## src/hw/rtl/sds_pkg.sv

```systemverilog
// ----------------------------------------------------------------------------
// sds_pkg
// Shared types and constants for the sampled derivative stream block.
// ----------------------------------------------------------------------------
package sds_pkg;

  localparam int DATA_WIDTH = 32;
  localparam int FRAC_BITS  = 16;

  // differences carry one extra bit so they never wrap
  localparam int DIFF_W     = DATA_WIDTH + 1;
  // scaled dividend: |dy| shifted up by the fraction bits
  localparam int DIVIDEND_W = DIFF_W + FRAC_BITS;
  localparam int CNT_W      = $clog2(DIVIDEND_W + 1);

  localparam logic [DATA_WIDTH-1:0] SLOPE_MAX = {1'b0, {(DATA_WIDTH-1){1'b1}}};
  localparam logic [DATA_WIDTH-1:0] SLOPE_MIN = {1'b1, {(DATA_WIDTH-1){1'b0}}};

  typedef struct packed {
    logic signed [DATA_WIDTH-1:0] x_value;
    logic signed [DATA_WIDTH-1:0] y_value;
    logic                         final_sample;
  } in_item_t;

  typedef struct packed {
    logic signed [DATA_WIDTH-1:0] slope;
    logic                         zero_step;
    logic                         end_of_run;
  } out_item_t;

  typedef struct packed {
    logic                     start;
    logic signed [DIFF_W-1:0] num;
    logic signed [DIFF_W-1:0] den;
  } div_req_t;

  typedef struct packed {
    logic                         done;
    logic                         zero_step;
    logic signed [DATA_WIDTH-1:0] slope;
  } div_res_t;

  typedef enum logic [2:0] {
    ST_IDLE,
    ST_DIFF,
    ST_LAUNCH,
    ST_DIV,
    ST_EMPTY
  } top_state_t;

  typedef enum logic [2:0] {
    DV_IDLE,
    DV_RUN,
    DV_CLAMP,
    DV_SIGN,
    DV_DONE
  } div_state_t;

endpackage

```

## src/hw/rtl/sds_divider.sv

```systemverilog
// ----------------------------------------------------------------------------
// sds_divider
// Radix-2 restoring divider: (num * 2^FRAC_BITS) / den, truncated toward
// zero, saturated to the signed output range. Zero divisor raises a flag.
// ----------------------------------------------------------------------------
module sds_divider (
  input  logic              clk,
  input  logic              rst,
  input  sds_pkg::div_req_t req,
  output sds_pkg::div_res_t res
);
  import sds_pkg::*;

  div_state_t              dv_state;
  div_state_t              dv_state_next;
  logic [DIVIDEND_W-1:0]   dq;       // dividend shifting out, quotient in
  logic [DIFF_W-1:0]       rem;
  logic [DIFF_W-1:0]       dmag;
  logic [CNT_W-1:0]        cnt;
  logic                    neg;
  logic                    zero_flag;
  logic [DATA_WIDTH-1:0]   slope;

  logic                    nneg;
  logic                    dneg;
  logic [DIFF_W-1:0]       nmag;
  logic [DIFF_W-1:0]       dmag_in;
  logic [DIFF_W:0]         rem_sh;
  logic [DIFF_W:0]         rem_sub;
  logic                    ge;
  logic [DIVIDEND_W-1:0]   limit;

  assign nneg    = req.num[DIFF_W-1];
  assign dneg    = req.den[DIFF_W-1];
  assign nmag    = nneg ? DIFF_W'(-req.num) : DIFF_W'(req.num);
  assign dmag_in = dneg ? DIFF_W'(-req.den) : DIFF_W'(req.den);

  assign rem_sh  = {rem, dq[DIVIDEND_W-1]};
  assign rem_sub = rem_sh - {1'b0, dmag};
  assign ge      = (rem_sh >= {1'b0, dmag});

  // most negative result has one more unit of magnitude
  assign limit   = neg ? DIVIDEND_W'(SLOPE_MIN) : DIVIDEND_W'(SLOPE_MAX);

  always_ff @(posedge clk) begin
    if (rst) begin
      dv_state <= DV_IDLE;
    end else begin
      dv_state <= dv_state_next;
    end
  end

  always_comb begin
    dv_state_next = dv_state;
    unique case (dv_state)
      DV_IDLE, DV_DONE: begin
        if (req.start) begin
          dv_state_next = (dmag_in == '0) ? DV_DONE : DV_RUN;
        end
      end
      DV_RUN: begin
        if (cnt == CNT_W'(1)) begin
          dv_state_next = DV_CLAMP;
        end
      end
      DV_CLAMP: dv_state_next = DV_SIGN;
      DV_SIGN:  dv_state_next = DV_DONE;
      default:  dv_state_next = DV_IDLE;
    endcase
  end

  always_ff @(posedge clk) begin
    unique case (dv_state)
      DV_IDLE, DV_DONE: begin
        if (req.start) begin
          dq        <= DIVIDEND_W'(nmag) << FRAC_BITS;
          rem       <= '0;
          dmag      <= dmag_in;
          cnt       <= CNT_W'(DIVIDEND_W);
          neg       <= nneg ^ dneg;
          zero_flag <= (dmag_in == '0);
          if (nmag == '0) begin
            slope <= '0;
          end else if (nneg) begin
            slope <= SLOPE_MIN;
          end else begin
            slope <= SLOPE_MAX;
          end
        end
      end
      DV_RUN: begin
        rem <= ge ? rem_sub[DIFF_W-1:0] : rem_sh[DIFF_W-1:0];
        dq  <= {dq[DIVIDEND_W-2:0], ge};
        cnt <= cnt - CNT_W'(1);
      end
      DV_CLAMP: begin
        if (dq > limit) begin
          dq <= limit;
        end
      end
      DV_SIGN: begin
        slope <= neg ? DATA_WIDTH'(-dq[DATA_WIDTH-1:0]) : dq[DATA_WIDTH-1:0];
      end
      default: begin
      end
    endcase
  end

  assign res.done      = (dv_state == DV_DONE);
  assign res.zero_step = zero_flag;
  assign res.slope     = slope;

endmodule

```

## src/hw/rtl/sampled_derivative_stream.sv

```systemverilog
// ----------------------------------------------------------------------------
// sampled_derivative_stream
// Streaming slope estimator dy/dx over a run of signed Q16.16 samples.
// ----------------------------------------------------------------------------
// Usage:
//   Input channel (in_valid / in_stall / in_data) carries one (x, y) sample
//   per transfer, final_sample marking the last sample of a run. Output
//   channel (out_valid / out_stall / out_data) carries slopes, one sample
//   late: forward difference first, central differences inside the run,
//   backward difference on the final sample (end_of_run set).
//   The first sample of a run produces nothing. Every other sample produces
//   one slope, and the final one two. Each slope goes through the shared
//   restoring divider: setup (difference, then launch), one quotient
//   iteration per bit of the 49-bit scaled dividend, clamp and sign fix,
//   then the load into the output register. A zero x step skips the
//   iterations, the clamp and the sign fix; its slope is set at the launch.
//   A run of one sample returns slope 0 with end_of_run set.
//   in_stall is high while a sample is being worked on. The output register
//   decouples the sides: a new sample is taken while a slope waits, but a
//   finished quotient is held in the divider while the receiver stalls.
//   Synchronous reset clears the run state and drops out_valid.
// ----------------------------------------------------------------------------
module sampled_derivative_stream (
  input  logic               clk,
  input  logic               rst,
  input  logic               in_valid,
  output logic               in_stall,
  input  sds_pkg::in_item_t  in_data,
  output logic               out_valid,
  input  logic               out_stall,
  output sds_pkg::out_item_t out_data
);
  import sds_pkg::*;

  top_state_t              state;
  top_state_t              state_next;

  // sample history
  logic [DATA_WIDTH-1:0]   x_prev;
  logic [DATA_WIDTH-1:0]   y_prev;
  logic [DATA_WIDTH-1:0]   x_prev2;
  logic [DATA_WIDTH-1:0]   y_prev2;
  logic [1:0]              seen;

  // sample under work
  logic [DATA_WIDTH-1:0]   x_cur;
  logic [DATA_WIDTH-1:0]   y_cur;
  logic                    last_cur;
  logic                    pass;     // set on the backward slope of a run

  logic signed [DIFF_W-1:0] dx;
  logic signed [DIFF_W-1:0] dy;

  logic                    in_take;
  logic                    out_free;
  logic                    out_load;
  logic                    run_done; // history update at end of sample
  logic [DATA_WIDTH-1:0]   x_ref;
  logic [DATA_WIDTH-1:0]   y_ref;

  div_req_t                div_req;
  div_res_t                div_res;

  assign in_stall = (state != ST_IDLE);
  assign in_take  = in_valid && !in_stall;
  assign out_free = !out_valid || !out_stall;

  // central slopes look two samples back, forward/backward slopes one
  assign x_ref = (!pass && seen == 2'd2) ? x_prev2 : x_prev;
  assign y_ref = (!pass && seen == 2'd2) ? y_prev2 : y_prev;

  assign div_req.start = (state == ST_LAUNCH);
  assign div_req.num   = dy;
  assign div_req.den   = dx;

  sds_divider u_div (
    .clk (clk),
    .rst (rst),
    .req (div_req),
    .res (div_res)
  );

  always_ff @(posedge clk) begin
    if (rst) begin
      state <= ST_IDLE;
    end else begin
      state <= state_next;
    end
  end

  always_comb begin
    state_next = state;
    out_load   = 1'b0;
    run_done   = 1'b0;
    unique case (state)
      ST_IDLE: begin
        if (in_take) begin
          if (seen == 2'd0) begin
            state_next = in_data.final_sample ? ST_EMPTY : ST_IDLE;
          end else begin
            state_next = ST_DIFF;
          end
        end
      end
      ST_DIFF:   state_next = ST_LAUNCH;
      ST_LAUNCH: state_next = ST_DIV;
      ST_DIV: begin
        if (div_res.done && out_free) begin
          out_load = 1'b1;
          if (!pass && last_cur) begin
            state_next = ST_DIFF;
          end else begin
            run_done   = 1'b1;
            state_next = ST_IDLE;
          end
        end
      end
      ST_EMPTY: begin
        if (out_free) begin
          out_load   = 1'b1;
          state_next = ST_IDLE;
        end
      end
      default: state_next = ST_IDLE;
    endcase
  end

  // run state
  always_ff @(posedge clk) begin
    if (rst) begin
      seen <= 2'd0;
      pass <= 1'b0;
    end else begin
      if (in_take && seen == 2'd0 && !in_data.final_sample) begin
        seen <= 2'd1;
      end else if (run_done) begin
        seen <= last_cur ? 2'd0 : 2'd2;
      end
      if (state == ST_DIV && out_load) begin
        pass <= !pass && last_cur;
      end
    end
  end

  // sample payload
  always_ff @(posedge clk) begin
    if (in_take) begin
      x_cur    <= in_data.x_value;
      y_cur    <= in_data.y_value;
      last_cur <= in_data.final_sample;
      if (seen == 2'd0) begin
        x_prev <= in_data.x_value;
        y_prev <= in_data.y_value;
      end
    end else if (run_done) begin
      x_prev2 <= x_prev;
      y_prev2 <= y_prev;
      x_prev  <= x_cur;
      y_prev  <= y_cur;
    end
    if (state == ST_DIFF) begin
      dx <= {x_cur[DATA_WIDTH-1], x_cur} - {x_ref[DATA_WIDTH-1], x_ref};
      dy <= {y_cur[DATA_WIDTH-1], y_cur} - {y_ref[DATA_WIDTH-1], y_ref};
    end
  end

  // output register
  always_ff @(posedge clk) begin
    if (rst) begin
      out_valid <= 1'b0;
    end else if (out_load) begin
      out_valid <= 1'b1;
    end else if (!out_stall) begin
      out_valid <= 1'b0;
    end
  end

  always_ff @(posedge clk) begin
    if (out_load) begin
      if (state == ST_EMPTY) begin
        out_data.slope      <= '0;
        out_data.zero_step  <= 1'b0;
        out_data.end_of_run <= 1'b1;
      end else begin
        out_data.slope      <= div_res.slope;
        out_data.zero_step  <= div_res.zero_step;
        out_data.end_of_run <= pass;
      end
    end
  end

  // checks
  a_seen_range: assert property (@(posedge clk) disable iff (rst)
    seen != 2'd3)
    else $error("seen count out of range");

  a_single_run: assert property (@(posedge clk) disable iff (rst)
    (in_take && seen == 2'd0 && in_data.final_sample) |=> (state == ST_EMPTY))
    else $error("single-sample run did not go to empty slope");

  a_first_sample: assert property (@(posedge clk) disable iff (rst)
    (in_take && seen == 2'd0 && !in_data.final_sample)
      |=> (state == ST_IDLE && seen == 2'd1))
    else $error("first sample of run not absorbed");

  a_backward_end: assert property (@(posedge clk) disable iff (rst)
    (state == ST_DIV && pass && out_load) |=> (out_valid && out_data.end_of_run))
    else $error("backward slope missing end_of_run");

endmodule

```

## config.mk

```make
export PLATFORM = sky130hd
export DESIGN_NAME = sampled_derivative_stream
export DESIGN_NICKNAME = d
export VERILOG_FILES = /design/src/hw/rtl/sds_pkg.sv /design/src/hw/rtl/sds_divider.sv /design/src/hw/rtl/sampled_derivative_stream.sv
export SDC_FILE = /design/constraint.sdc
export NUM_CORES = 1
export LEC_CHECK = 0
export ABC_AREA = 0
export BUFFER_PORTS_ARGS = -buffer_cell sky130_fd_sc_hd__buf_4
export CAP_MARGIN = 20
export CORE_UTILIZATION = 31
export DETAILED_ROUTE_END_ITERATION = 8
export HOLD_SLACK_MARGIN = 0.05
export REMOVE_ABC_BUFFERS = 1
export SETUP_SLACK_MARGIN = 0.02
export SYNTH_ARGS = -nofsm -noshare
export SYNTH_HDL_FRONTEND = slang
export SYNTH_SLANG_ARGS = --single-unit
```

## constraint.sdc

```tcl
create_clock -name clk -period 14.55 [get_ports clk]
set_input_delay 0.7275 -clock clk [delete_from_list [all_inputs] [get_ports clk]]
set_output_delay 0.7275 -clock clk [all_outputs]
set_load 0.01 [all_outputs]
```

# After elaboration in Yosys (flattened, before gate mapping)
# Cells that the tools add are included.
word_totals:
  reg_bits: 458
  elab_cells: 134
  out_inout_bits: 36
  in_bits: 69
op_classes:
  addsub: 7
  reduce_logical: 34
  n_bitwise: 2
  mux: 46
  eq_ne: 18
  n_lt_le_gt_ge: 2
ops:
  columns: ["cell", "count"]
  rows:
  - ["two-way mux 32 bit", 13]
  - ["case mux 49 bit (3 select lines)", 1]
  - ["two-way mux 33 bit", 4]
  - ["two-way mux 49 bit", 2]
  - ["logical NOT 33 bit", 2]
  - ["negator 33 bit", 2]
  - ["case mux 33 bit (2 select lines)", 1]
  - ["subtractor 32 x 32 -> 33 bit", 2]
  - ["case mux 32 bit (2 select lines)", 1]
  - ["> comparator 49 bit", 1]
  - [">= comparator 34 x 33 -> 1 bit", 1]
  - ["subtractor 33 bit", 1]
  - ["negator 32 bit", 1]
  - ["two-way mux 3 bit", 8]
  - ["case mux 3 bit (5 select lines)", 1]
  - ["== test 3 x 2 -> 1 bit, second input constant", 4]
  - ["case mux 3 bit (4 select lines)", 1]
  - ["case mux 6 bit (2 select lines)", 1]
  - ["AND reduction 2 bit", 6]
  - ["two-way mux 1 bit", 10]
  - ["!= test 2 x 1 -> 1 bit, second input constant", 4]
  - ["!= test 2 bit, second input constant", 4]
  - ["nonzero test 2 bit", 4]
  - ["logical AND 1 bit", 7]
  - ["other kinds (17)", 27]

# Logic depth before layout (Yosys ltp)
# Gate-level depths: netlist of the first run.
logic_depth:
  depth_word: 7
  mapped_depth: 15
  mapped_depth_nobuf: 14

# Cells and area by module
# A second synthesis of the first run with hierarchy kept.
unflattened:
  cells_unflattened: 2315
  hier_area_um2: 26405.3
modules_own_cells:
  columns: ["mod", "area_each_um2", "n_inst", "cells_each"]
  rows:
  - ["sampled_derivative_stream", 14262.4, 1, 1014]
  - ["sds_divider", 12142.9, 1, 1301]

# Worst setup path after synthesis of the first run
# Ideal clock, no wire load.
synth_timing:
  kind: "register to register"
  startpoint: "reg state[0]"
  endpoint: "reg dx[0] (enable)"
  stages_incl_launch_ff: 3
  path_slack_ps: 8561
  period_less_slack_ps: 5989
  path_buffers: 1
  t_arrival_ps: 5404
  cell_sequence: "dfxtp_1 > clkbuf_1 > nor3b_1"
synth_between:
  elab_chain_cells: 1
synth_lines:
  columns: ["element", "line", "text"]
  rows:
  - ["from (decl)", "sampled_derivative_stream.sv:35", "top_state_t state;"]
  - ["from (signal assigned)", "sampled_derivative_stream.sv:87", "state <= state_next;"]
  - ["== test 3 x 1 -> 1 bit", "sampled_derivative_stream.sv:161", "if (state == ST_DIFF) begin"]
  - ["to (signal assigned)", "sampled_derivative_stream.sv:162", "dx <= {x_cur[DATA_WIDTH-1], x_cur} - {x_ref[DATA_WIDTH-1], x_ref};"]
  - ["to (decl)", "sampled_derivative_stream.sv:51", "logic signed [DIFF_W-1:0] dx;"]
# Every way passes these cells.
# A chain may end at the register's enable or synchronous reset.

# Worst setup path in the final report of the first run
layout_timing:
  startpoint: "reg seen[1]"
  endpoint: "reg dy[30], data pin"
layout_between:
  elab_chain_cells: 4
layout_lines:
  columns: ["element", "line", "text"]
  rows:
  - ["from (decl)", "sampled_derivative_stream.sv:43", "logic [1:0] seen;"]
  - ["from (signal assigned)", "sampled_derivative_stream.sv:137", "seen <= last_cur ? 2'd0 : 2'd2;"]
  - ["== test 2 bit", "sampled_derivative_stream.sv:70", "assign y_ref = (!pass && seen == 2'd2) ? y_prev2 : y_prev;"]
  - ["logical AND 1 bit", "sampled_derivative_stream.sv:70", null]
  - ["two-way mux 32 bit", "sampled_derivative_stream.sv:70", null]
  - ["subtractor 32 x 32 -> 33 bit", "sampled_derivative_stream.sv:163", "dy <= {y_cur[DATA_WIDTH-1], y_cur} - {y_ref[DATA_WIDTH-1], y_ref};"]
  - ["to (signal assigned)", "sampled_derivative_stream.sv:163", null]
  - ["to (decl)", "sampled_derivative_stream.sv:52", "logic signed [DIFF_W-1:0] dy;"]
# Every way passes these cells.

==> key figures, run 1 <==
Global routing
  – Initial antenna violation count: 5
  – First-pass GRT wire length: 92320 um
  – Largest net degree at the start of global routing: 68
  – Gr usage total: 0.1312
  – Vias in the first global route: 17380
  – Grt ovf: 0

Synthesis
  – Synth area leader: edfxtp_1
  – Mean Syn Cell Area: 11.44 um2
  – Top-area cell type share of the netlist area: 0.5205
  – Cell count after synthesis: 2260
  – Synth async-reset ratio: 0
  – Number of synthesized register bits: 458
  – Synthesized area: 25850 um2
  – Top cells by area, synth: edfxtp_1 52%, ha_1 6.5%, xnor2_1 4.1%, mux2i_1 3.2%, mux2_2 3.0%
  – Yosys warnings: 0
  – Main synth FF type: edfxtp_1
  – Synth cell types: 87
  – Register area share after synthesis: 0.5282
  – Post-synth EDFFs: 448

STA
  – Min cycle time layout: 4.785 ns
  – Final worst-path cycle share: 0.3289
  – RSZ-0062 raised after global routing: no
  – Final setup fails: 0
  – Fmax: 209.0 MHz
  – Skew final: 0.02658 ns
  – Worst Max-Slew Pin Slew: 1.093 ns
  – Setup Total Neg Slack: 0 ns
  – Worst Setup Slack, final: 9.765 ns
  – Final Max Tran Viols: 0
  – Hold Vio Cnt, Final: 0
  – Relative slew slack: 0.2713

Floorplan
  – DIE HEIGHT: 290.8 um
  – Initial Util: 0.3143
  – Core area: 82240 um2
  – # IOs: 105
  – Overall die width: 290.8 um
  – Die ar.: 84540 um2
  – Std-Cell Rows: 105

Setup path
  – Critical Path Max Stage Delay: 0.60 ns
  – WS Path Type: flop to flop
  – Crit-path most repeated cell: buf_4
  – Cell family with most CP delay: compound AO/OA/AOI/OAI gates
  – Crit path DAT: 5.13 ns
  – CP required: 14.89 ns
  – Reg-to-reg slack, setup: 9.76 ns
  – Worst r2r src: seen[1]
  – Slowest cell on the critical path: buf_4
  – CP Launch Type: flop
  – CP endpoint kind: flop
  – R2r worst-path depth: 14
  – WP buf/inv: 2
  – Worst r2r dst: dy[30]
  – Worst path cell trace: nor3b_2, buf_4, buf_4, mux2i_1, ha_1, a21oi_1, o211ai_1, a32o_1, a221o_1, a21o_1, a41oi_1, nor3_1, a2111oi_0, xnor2_1
  – Crit-path max FO: 36

Drt
  – Vias: 17600
  – Via density: 5.071
  – Residual DRC: 0
  – Initial DRC Count: 1066
  – Antenna-violating nets left: 0
  – Drt first pass iters: 5
  – Final wirelength: 56260 um
  – Wire length per cell: 16.21 um

Power and ir drop
  – Pwr Density: 146.0 nW/um2
  – Worst VDD drop: 0.08115 mV
  – Clock Power Share: 0.307
  – Reg power frac: 0.437
  – Static Leak: 0.01068 uW
  – Int Power: 2969 uW
  – Net Sw Frac: 0.3131
  – Sw Pwr: 1353 uW
  – Comb power frac: 0.257

Clocking
  – Resize count post-CTS: 0
  – Clock root buffer: clkbuf_16
  – Clock slew at reported path FFs: 0.06 ns
  – H-tree depth: 2
  – Hold buffers post-CTS: 0
  – Clock tree buffer depth: 3
  – TritonCTS Sinks: 458
  – Clock Latency Late Sink: 0.61 ns
  – Number of setup buffers added after CTS: 0
  – TritonCTS clock tree: yes
  – CTS buffer count: 51

Place
  – Hpwl dp: 40510 um
  – Worst slack, placed: 9.814 ns
  – Dpl cells: 3373
  – Gpl congestion: 0.8666
  – Buffers on Ports: 104

Final layout
  – Area Growth Syn to Fin: 14.48%
  – Layout cells sized above 1: 0.1338
  – Filler cells: 8075
  – Sequential Area: 13650 um2
  – Post-layout util: 0.3598
  – Non-Filler Instances: 3470
  – Footprint of the multi-input gates: 11590 um2
  – NumNets Final: 2565
  – Most frequent cells in the layout: 448 x edfxtp_1, 187 x nor2_1, 145 x nand2_1
  – Most common cell after layout, fill and taps aside: edfxtp_1
  – Number of antenna diodes: 0

Run
  – # Max-Cap Violations: 0

Worst hold path
  – Hold Startpoint: in_data[1]
  – WHS Endpoint: y_cur[0]
  – Worst hold path depth: 1
  – Worst Hold Class: primary input to flop

Outcome
  – Status: complete, no violations
-- worst max path at each step --
stage | to | from | cells after the start | slack [ns]
finish | dy[30] | seen[1] | 14 | 9.76
floorplan | dy[30] | pass | 12 | 3.78
global placement | dy[30] | seen[1] | 14 | 9.75
global route | dy[30] | pass | 14 | 9.41
CTS | dy[30] | pass | 14 | 9.82
detailed placement | dy[30] | pass | 14 | 9.81
-- Yosys cell counts (29+ instances only) --
library cell    n
clkbuf_1       66
a21oi_1       125
ha_1          135
nor2_1        187
edfxtp_1      448
o21ai_0       123
xor2_1         47
mux2i_1        83
xnor2_1       121
inv_1          80
a21o_1         60
mux2_2         70
nand3_1        53
o31ai_1        29
and2_1         41
nor3_1         50
nand2_1       146
-- routing by layer --
| metal | vias up | global-route usage | share of wire |
|---|---|---|---|
| met5 | - | 0 | 0.00073 |
| met4 | 6 | 0.04026 | 0.025 |
| met1 | 8392 | 0.1846 | 0.49 |
| li1 | 8720 | - | - |
| met2 | 391 | 0.2035 | 0.43 |
| met3 | 88 | 0.02455 | 0.053 |
-- worst reg2reg max path: cells and delay by family, from the launching register on --
family          cells  cell delay, ns
simple gates        2            0.28
compound gates      7            2.15
mux                 1            0.28
xor+xnor            1            0.11
fa+ha+maj           1            0.29
flops               1            0.37
buf+inv             2            1.06
-- power by group through the flow --
| stage | clock (uW) | sequential (uW) | combinational [uW] |
|---|---|---|---|
| 3_5_place_dp | 0 | 1910 | 1100 |
| 4_1_cts | 1370 | 1880 | 1110 |
| 2_1_floorplan | 0 | 1860 | 840 |
| 5_1_grt | 1410 | 1910 | 1240 |
| 6_report | 1330 | 1890 | 1110 |
| 3_3_place_gp | 0 | 1900 | 1070 |
-- logic make-up after synthesis --
| logic type | synth area share |
|---|---|
| multiplexers | 0.06264 |
| AND/OR/NAND/NOR | 0.1333 |
| adder cells (fa/ha/maj) | 0.06767 |
| AO/OA/AOI/OAI | 0.1269 |
| buffers and inverters | 0.02435 |
| flip-flops | 0.5282 |
| XOR/XNOR | 0.05692 |
-- area by class of cell --
class / count / area share
tap: 1070 / 0.04524
timing repair buffer: 126 / 0.03290
multi-input combinational: 1640 / 0.3917
inverter: 81 / 0.01027
clock inverter: 39 / 0.01442
clock buffer: 56 / 0.04410
sequential: 458 / 0.4614
-- per-stage QoR --
stage	hold slack, ns	power, uW	instance area (um2)
after CTS	0.2555	4363	29550
after detailed placement	0.4374	3016	27820
after global placement	0.4303	2974	27820
after floorplan	0.4222	2705	25520
final	0.2984	4322	29590
after global routing	0.2720	4565	29590
-- registers in the layout (all words and copies together), names as in the netlist, 2 cells and up --
register	cells
u_div.dq	49
out_data	34
dx	33
dy	33
u_div.dmag	33
u_div.rem	33
u_div.slope	32
x_cur	32
x_prev2	32
x_prev	32
y_cur	32
y_prev2	32
y_prev	32
u_div.cnt	6
state	3
u_div.dv_state	3
seen	2
Power figures use the tool's default switching activity.
==> inputs of run 2 (changes only) <==
- clock period: 14.55 -> 4 ns (I/O delays scaled with it)
==> run 2 against run 1 <==
- global-route usage up 0.30 points
- first-iteration DRC count grew 1.5%
- routed wire length rose by 2.9%
- utilization is 1.6 points higher
- critical path type unchanged
- critical endpoint is now dx[30]
- largest cell class unchanged
==> key figures, run 2 (synthesized netlist as in run 1, its figures left out) <==
Outcome
  – Status: complete, no violations

Power and ir drop
  – Pwr Density: 524.3 nW/um2
  – Comb power frac: 0.261
  – Sw Pwr: 5010 uW
  – Clock Power Share: 0.316
  – Worst VDD drop: 0.3213 mV
  – Static Leak: 0.01127 uW
  – Net Sw Frac: 0.3095
  – Reg power frac: 0.423
  – Int Power: 11180 uW

Run
  – # Max-Cap Violations: 0

Setup path
  – CP Launch Type: flop
  – WS Path Type: flop to flop
  – Worst r2r src: pass
  – Reg-to-reg slack, setup: 0.16 ns
  – Crit-path max FO: 7
  – CP required: 4.39 ns
  – Worst r2r dst: dx[30]
  – Crit path DAT: 4.23 ns
  – R2r worst-path depth: 16
  – CP endpoint kind: flop

Drt
  – Antenna-violating nets left: 0
  – Vias: 18030
  – Initial DRC Count: 1082
  – Final wirelength: 57890 um
  – Drt first pass iters: 5
  – Via density: 5.032
  – Wire length per cell: 16.16 um
  – Residual DRC: 0

STA
  – Skew final: 0.05574 ns
  – Setup Total Neg Slack: 0 ns
  – Final setup fails: 0
  – Min cycle time layout: 3.840 ns
  – Final worst-path cycle share: 0.9601
  – Worst Setup Slack, final: 0.1595 ns
  – Hold Vio Cnt, Final: 0
  – Min Hold Slack: 0.2442 ns
  – RSZ-0062 raised after global routing: yes
  – Fmax: 260.4 MHz
  – Relative slew slack: 0.4054
  – Worst Max-Slew Pin Slew: 0.8920 ns
  – Final Max Tran Viols: 0

Floorplan
  – Std-Cell Rows: 105
  – Overall die width: 290.8 um
  – Die ar.: 84540 um2
  – # IOs: 105
  – DIE HEIGHT: 290.8 um
  – Core area: 82240 um2
  – Initial Util: 0.3143

Final layout
  – Layout cells sized above 1: 0.1470
  – Most frequent cells in the layout: 448 x edfxtp_1, 187 x nor2_1, 160 x buf_4
  – Most flops, register: u_div.dq
  – Area Growth Syn to Fin: 19.43%
  – Post-layout util: 0.3754
  – Biggest regs: u_div.dq: 49 flops, out_data: 34 flops
  – Most common cell after layout, fill and taps aside: edfxtp_1
  – Filler cells: 7978
  – Max reg flops: 49
  – NumNets Final: 2675

Worst hold path
  – Worst hold path depth: 4
  – Worst Hold Class: primary input to flop
  – Hold Startpoint: out_stall
  – WHS Endpoint: state[2]

Clocking
  – Clock slew at reported path FFs: 0.06 ns
  – Clock tree buffer depth: 3
  – TritonCTS clock tree: yes
  – CTS buffer count: 51
  – TritonCTS Sinks: 458
  – H-tree depth: 2
  – Clock Latency Late Sink: 0.64 ns
  – Clock root buffer: clkbuf_16

Global routing
  – First-pass GRT wire length: 94030 um
  – Largest net degree at the start of global routing: 68
  – Vias in the first global route: 17870
  – Gr usage total: 0.1342
  – Grt ovf: 0
  – Initial antenna violation count: 4

Place
  – Worst slack, placed: 0.009859 ns
  – Gpl congestion: 0.8854
  – Buffers on Ports: 104
  – Hpwl dp: 41630 um
run 2: cell type report:
class | instances | area (um2) | share of cell area
Antenna cell | 2 | 5.005 | 0.0001621
Clock buffer | 56 | 1295 | 0.04195
Clock inverter | 39 | 564.3 | 0.01828
Inverter | 81 | 304.0 | 0.009848
Multi-Input combinational cell | 1640 | 11640 | 0.3772
Sequential cell | 458 | 13650 | 0.4422
Tap cell | 1070 | 1339 | 0.04337
Timing Repair Buffer | 236 | 2067 | 0.06695
run 2: power by group through the flow:
stage / Sequential (uW) / Clock [uW] / Combinational, uW
6_report: 6850 / 5120 / 4220
5_1_grt: 6930 / 5430 / 4720
4_1_cts: 6840 / 5270 / 4210
3_5_place_dp: 6940 / 0 / 4130
3_3_place_gp: 6900 / 0 / 4010
2_1_floorplan: 6780 / 0 / 3060
run 2: critical path: stages (launching register included):
cell and delay [ns]:
dfxtp_1 0.33, nor3b_2 0.25, buf_12 0.18, mux2_2 0.16
ha_1 0.16, inv_1 0.06, fa_1 0.42, a21oi_2 0.20
o211ai_1 0.16, a32o_1 0.30, a221o_1 0.31, a21o_1 0.20
a41oi_2 0.24, nor3_1 0.07, a2111oi_0 0.36, buf_4 0.18
xnor2_1 0.05
run 2: worst max-delay path by stage:
stage             from  endpoint  slack (ns)  cells after the start
2_1_floorplan     pass    dy[30]       -6.77                     12
3_3_place_gp   seen[0]    dy[30]        0.07                     15
3_5_place_dp   seen[0]    dy[30]        0.01                     15
4_1_cts        seen[0]    dy[30]        0.08                     14
5_1_grt        seen[0]    dy[30]       0.003                     14
6_report          pass    dx[30]        0.16                     16
run 2: timing repair:
action	in CTS	in global routing
gates resized for setup	1	11
endpoints found under the hold margin	139	0
pin swaps	0	2
hold buffers	67	0
setup endpoints to repair	1	37
buffers inserted	0	1
run 2: through the flow:
step | total power [uW] | instances | cell area [um2]
final | 16190 | 3582 | 30870
after global routing | 17080 | 3582 | 30870
after CTS | 16320 | 3578 | 30770
after detailed placement | 11070 | 3416 | 28240
after global placement | 10910 | 3416 | 28240
after floorplan | 9838 | 2179 | 25520
run 2: routing by layer:
metal,track usage,routed length (um)
met1,0.1875,28060
met5,0,13
met4,0.04323,1548
met3,0.02057,2413
met2,0.2123,25850
==> inputs of run 3 (changes only) <==
- PLACE_DENSITY: default -> 0.58
==> run 3 against run 2 <==
- setup slack worse by 0.011 ns
- non-clock buffer count shrank 7
- routed wire length about the same
- first-iteration DRC count is 12% higher
- sequential power is essentially flat
- power fell by 1.4%
- critical path depth did not move
- die area did not move
- utilization is 0.19 points lower
- clock skew is 0.029 ns lower
- cell area decreased by 0.50%
- critical path type unchanged
- largest power group unchanged
- highest routed layer unchanged
==> key figures, run 3 (synthesized netlist as in run 1, its figures left out) <==
STA
  – Relative slew slack: 0.3340
  – Worst Max-Slew Pin Slew: 0.9967 ns
  – Final Max Tran Viols: 0
  – Hold Vio Cnt, Final: 0
  – Skew final: 0.02647 ns
  – RSZ-0062 raised after global routing: yes
  – Final setup fails: 0
  – Final worst-path cycle share: 0.9628
  – Worst Setup Slack, final: 0.1489 ns
  – Min Hold Slack: 0.1500 ns
  – Fmax: 259.7 MHz
  – Min cycle time layout: 3.851 ns

Clocking
  – Clock Latency Late Sink: 0.61 ns
  – H-tree depth: 2
  – TritonCTS clock tree: yes
  – CTS buffer count: 53
  – Clock tree buffer depth: 3
  – TritonCTS Sinks: 458
  – Clock slew at reported path FFs: 0.06 ns
  – Clock root buffer: clkbuf_16

Global routing
  – Gr usage total: 0.1351
  – First-pass GRT wire length: 94740 um
  – Initial antenna violation count: 2
  – Grt ovf: 0
  – Vias in the first global route: 17700
  – Largest net degree at the start of global routing: 133

Power and ir drop
  – Pwr Density: 519.5 nW/um2
  – Worst VDD drop: 0.3156 mV
  – Comb power frac: 0.264
  – Int Power: 11010 uW
  – Static Leak: 0.01119 uW
  – Clock Power Share: 0.306
  – Pwr Total: 15960 uW
  – Sw Pwr: 4950 uW
  – Reg power frac: 0.430
  – Net Sw Frac: 0.3102

Final layout
  – Most frequent cells in the layout: 448 x edfxtp_1, 187 x nor2_1, 154 x buf_4
  – Non-Filler Instances: 3576
  – Max reg flops: 49
  – Most flops, register: u_div.dq
  – Most common cell after layout, fill and taps aside: edfxtp_1
  – Sequential Area: 13650 um2
  – Layout cells sized above 1: 0.1437
  – Biggest regs: u_div.dq: 49 flops, out_data: 34 flops
  – Filler cells: 7914
  – NumNets Final: 2670
  – Area Growth Syn to Fin: 18.84%
  – Number of antenna diodes: 0
  – Footprint of the multi-input gates: 11670 um2

Drt
  – Wire length per cell: 16.19 um
  – Residual DRC: 0
  – Final wirelength: 57900 um
  – Drt first pass iters: 5
  – Vias: 17990
  – Via density: 5.031
  – Initial DRC Count: 1208
  – Antenna-violating nets left: 0

Floorplan
  – # IOs: 105
  – Core area: 82240 um2
  – DIE HEIGHT: 290.8 um
  – Die ar.: 84540 um2
  – Initial Util: 0.3143
  – Overall die width: 290.8 um
  – Std-Cell Rows: 105

Setup path
  – CP Launch Type: flop
  – Crit path DAT: 4.21 ns
  – WS Path Type: flop to flop
  – Critical Path Max Stage Delay: 0.40 ns
  – Cell family with most CP delay: compound AO/OA/AOI/OAI gates
  – CP endpoint kind: flop
  – WP buf/inv: 3
  – Crit-path max FO: 8
  – Slowest cell on the critical path: fa_1
  – CP required: 4.35 ns
  – Worst path cell trace: nor3b_4, buf_12, mux2_2, ha_1, inv_1, fa_1, a21oi_2, o211ai_1, a32o_1, a221o_1, a21o_1, a41oi_2, nor3_1, a2111oi_2, buf_4, xnor2_1

Place
  – Buffers on Ports: 104
  – Gpl congestion: 0.8832
  – Hpwl dp: 41810 um
  – Worst slack, placed: -0.09861 ns
  – Dpl cells: 3408

Outcome
  – Status: complete, no violations

Run
  – # Max-Cap Violations: 0

Worst hold path
  – Worst Hold Class: primary input to flop
==> run 3: timing repair <==
item	in CTS	in global routing
hold buffers	67	0
gates cloned	0	1
buffers inserted	0	2
endpoints found under the hold margin	139	0
pin swaps	0	3
gates resized for setup	4	23
endpoints found under the setup margin	3	45
==> run 3: metrics by stage <==
stage	setup TNS (ns)	cell area (um2)	util
floorplan	-840.88	25520	-
global placement	0	28160	0.3424
detailed placement	-0.1030	28160	0.3424
CTS	0	30600	0.3721
global route	-0.09552	30720	0.3735
finish	0	30720	0.3735
==> run 3: per-layer routing <==
layer  global-route usage  wire (um)
met4              0.04336       1599
met3              0.02210       2740
met2               0.2039      25090
met1               0.1962      28440
met5                    0         27
==> run 3: final timing paths <==
kind         startpoint  slack, ns    endpoint  cells after the start
max             seen[1]       0.15      dx[30]                     16
min           out_stall       0.15   out_valid                      3
max reg2reg     seen[1]       0.15      dx[30]                     16
min reg2reg   y_prev[0]       0.45  y_prev2[0]                      0
==> run 3: cell type report <==
class	instances	area share
flip-flops and latches	458	0.4445
well taps	1070	0.04358
clock buffers	67	0.04558
inverters	81	0.009898
multi-input cells	1640	0.3800
clock inverters	31	0.01169
repair buffers	229	0.06480
==> run 3: tightest hold or removal path, delay by kind of cell <==
kind	cells	cell delay (ns)
compound gates	1	0.23
simple gates	1	0.19
buf+inv	1	0.08
==> run 3: power by group through the flow <==
| stage | logic, uW | clock network [uW] | registers [uW] |
|---|---|---|---|
| after floorplan | 3060 | 0 | 6780 |
| after global placement | 4010 | 0 | 6910 |
| after detailed placement | 4130 | 0 | 6940 |
| after CTS | 4220 | 5030 | 6850 |
| after global routing | 4730 | 5200 | 6940 |
| final | 4220 | 4880 | 6860 |
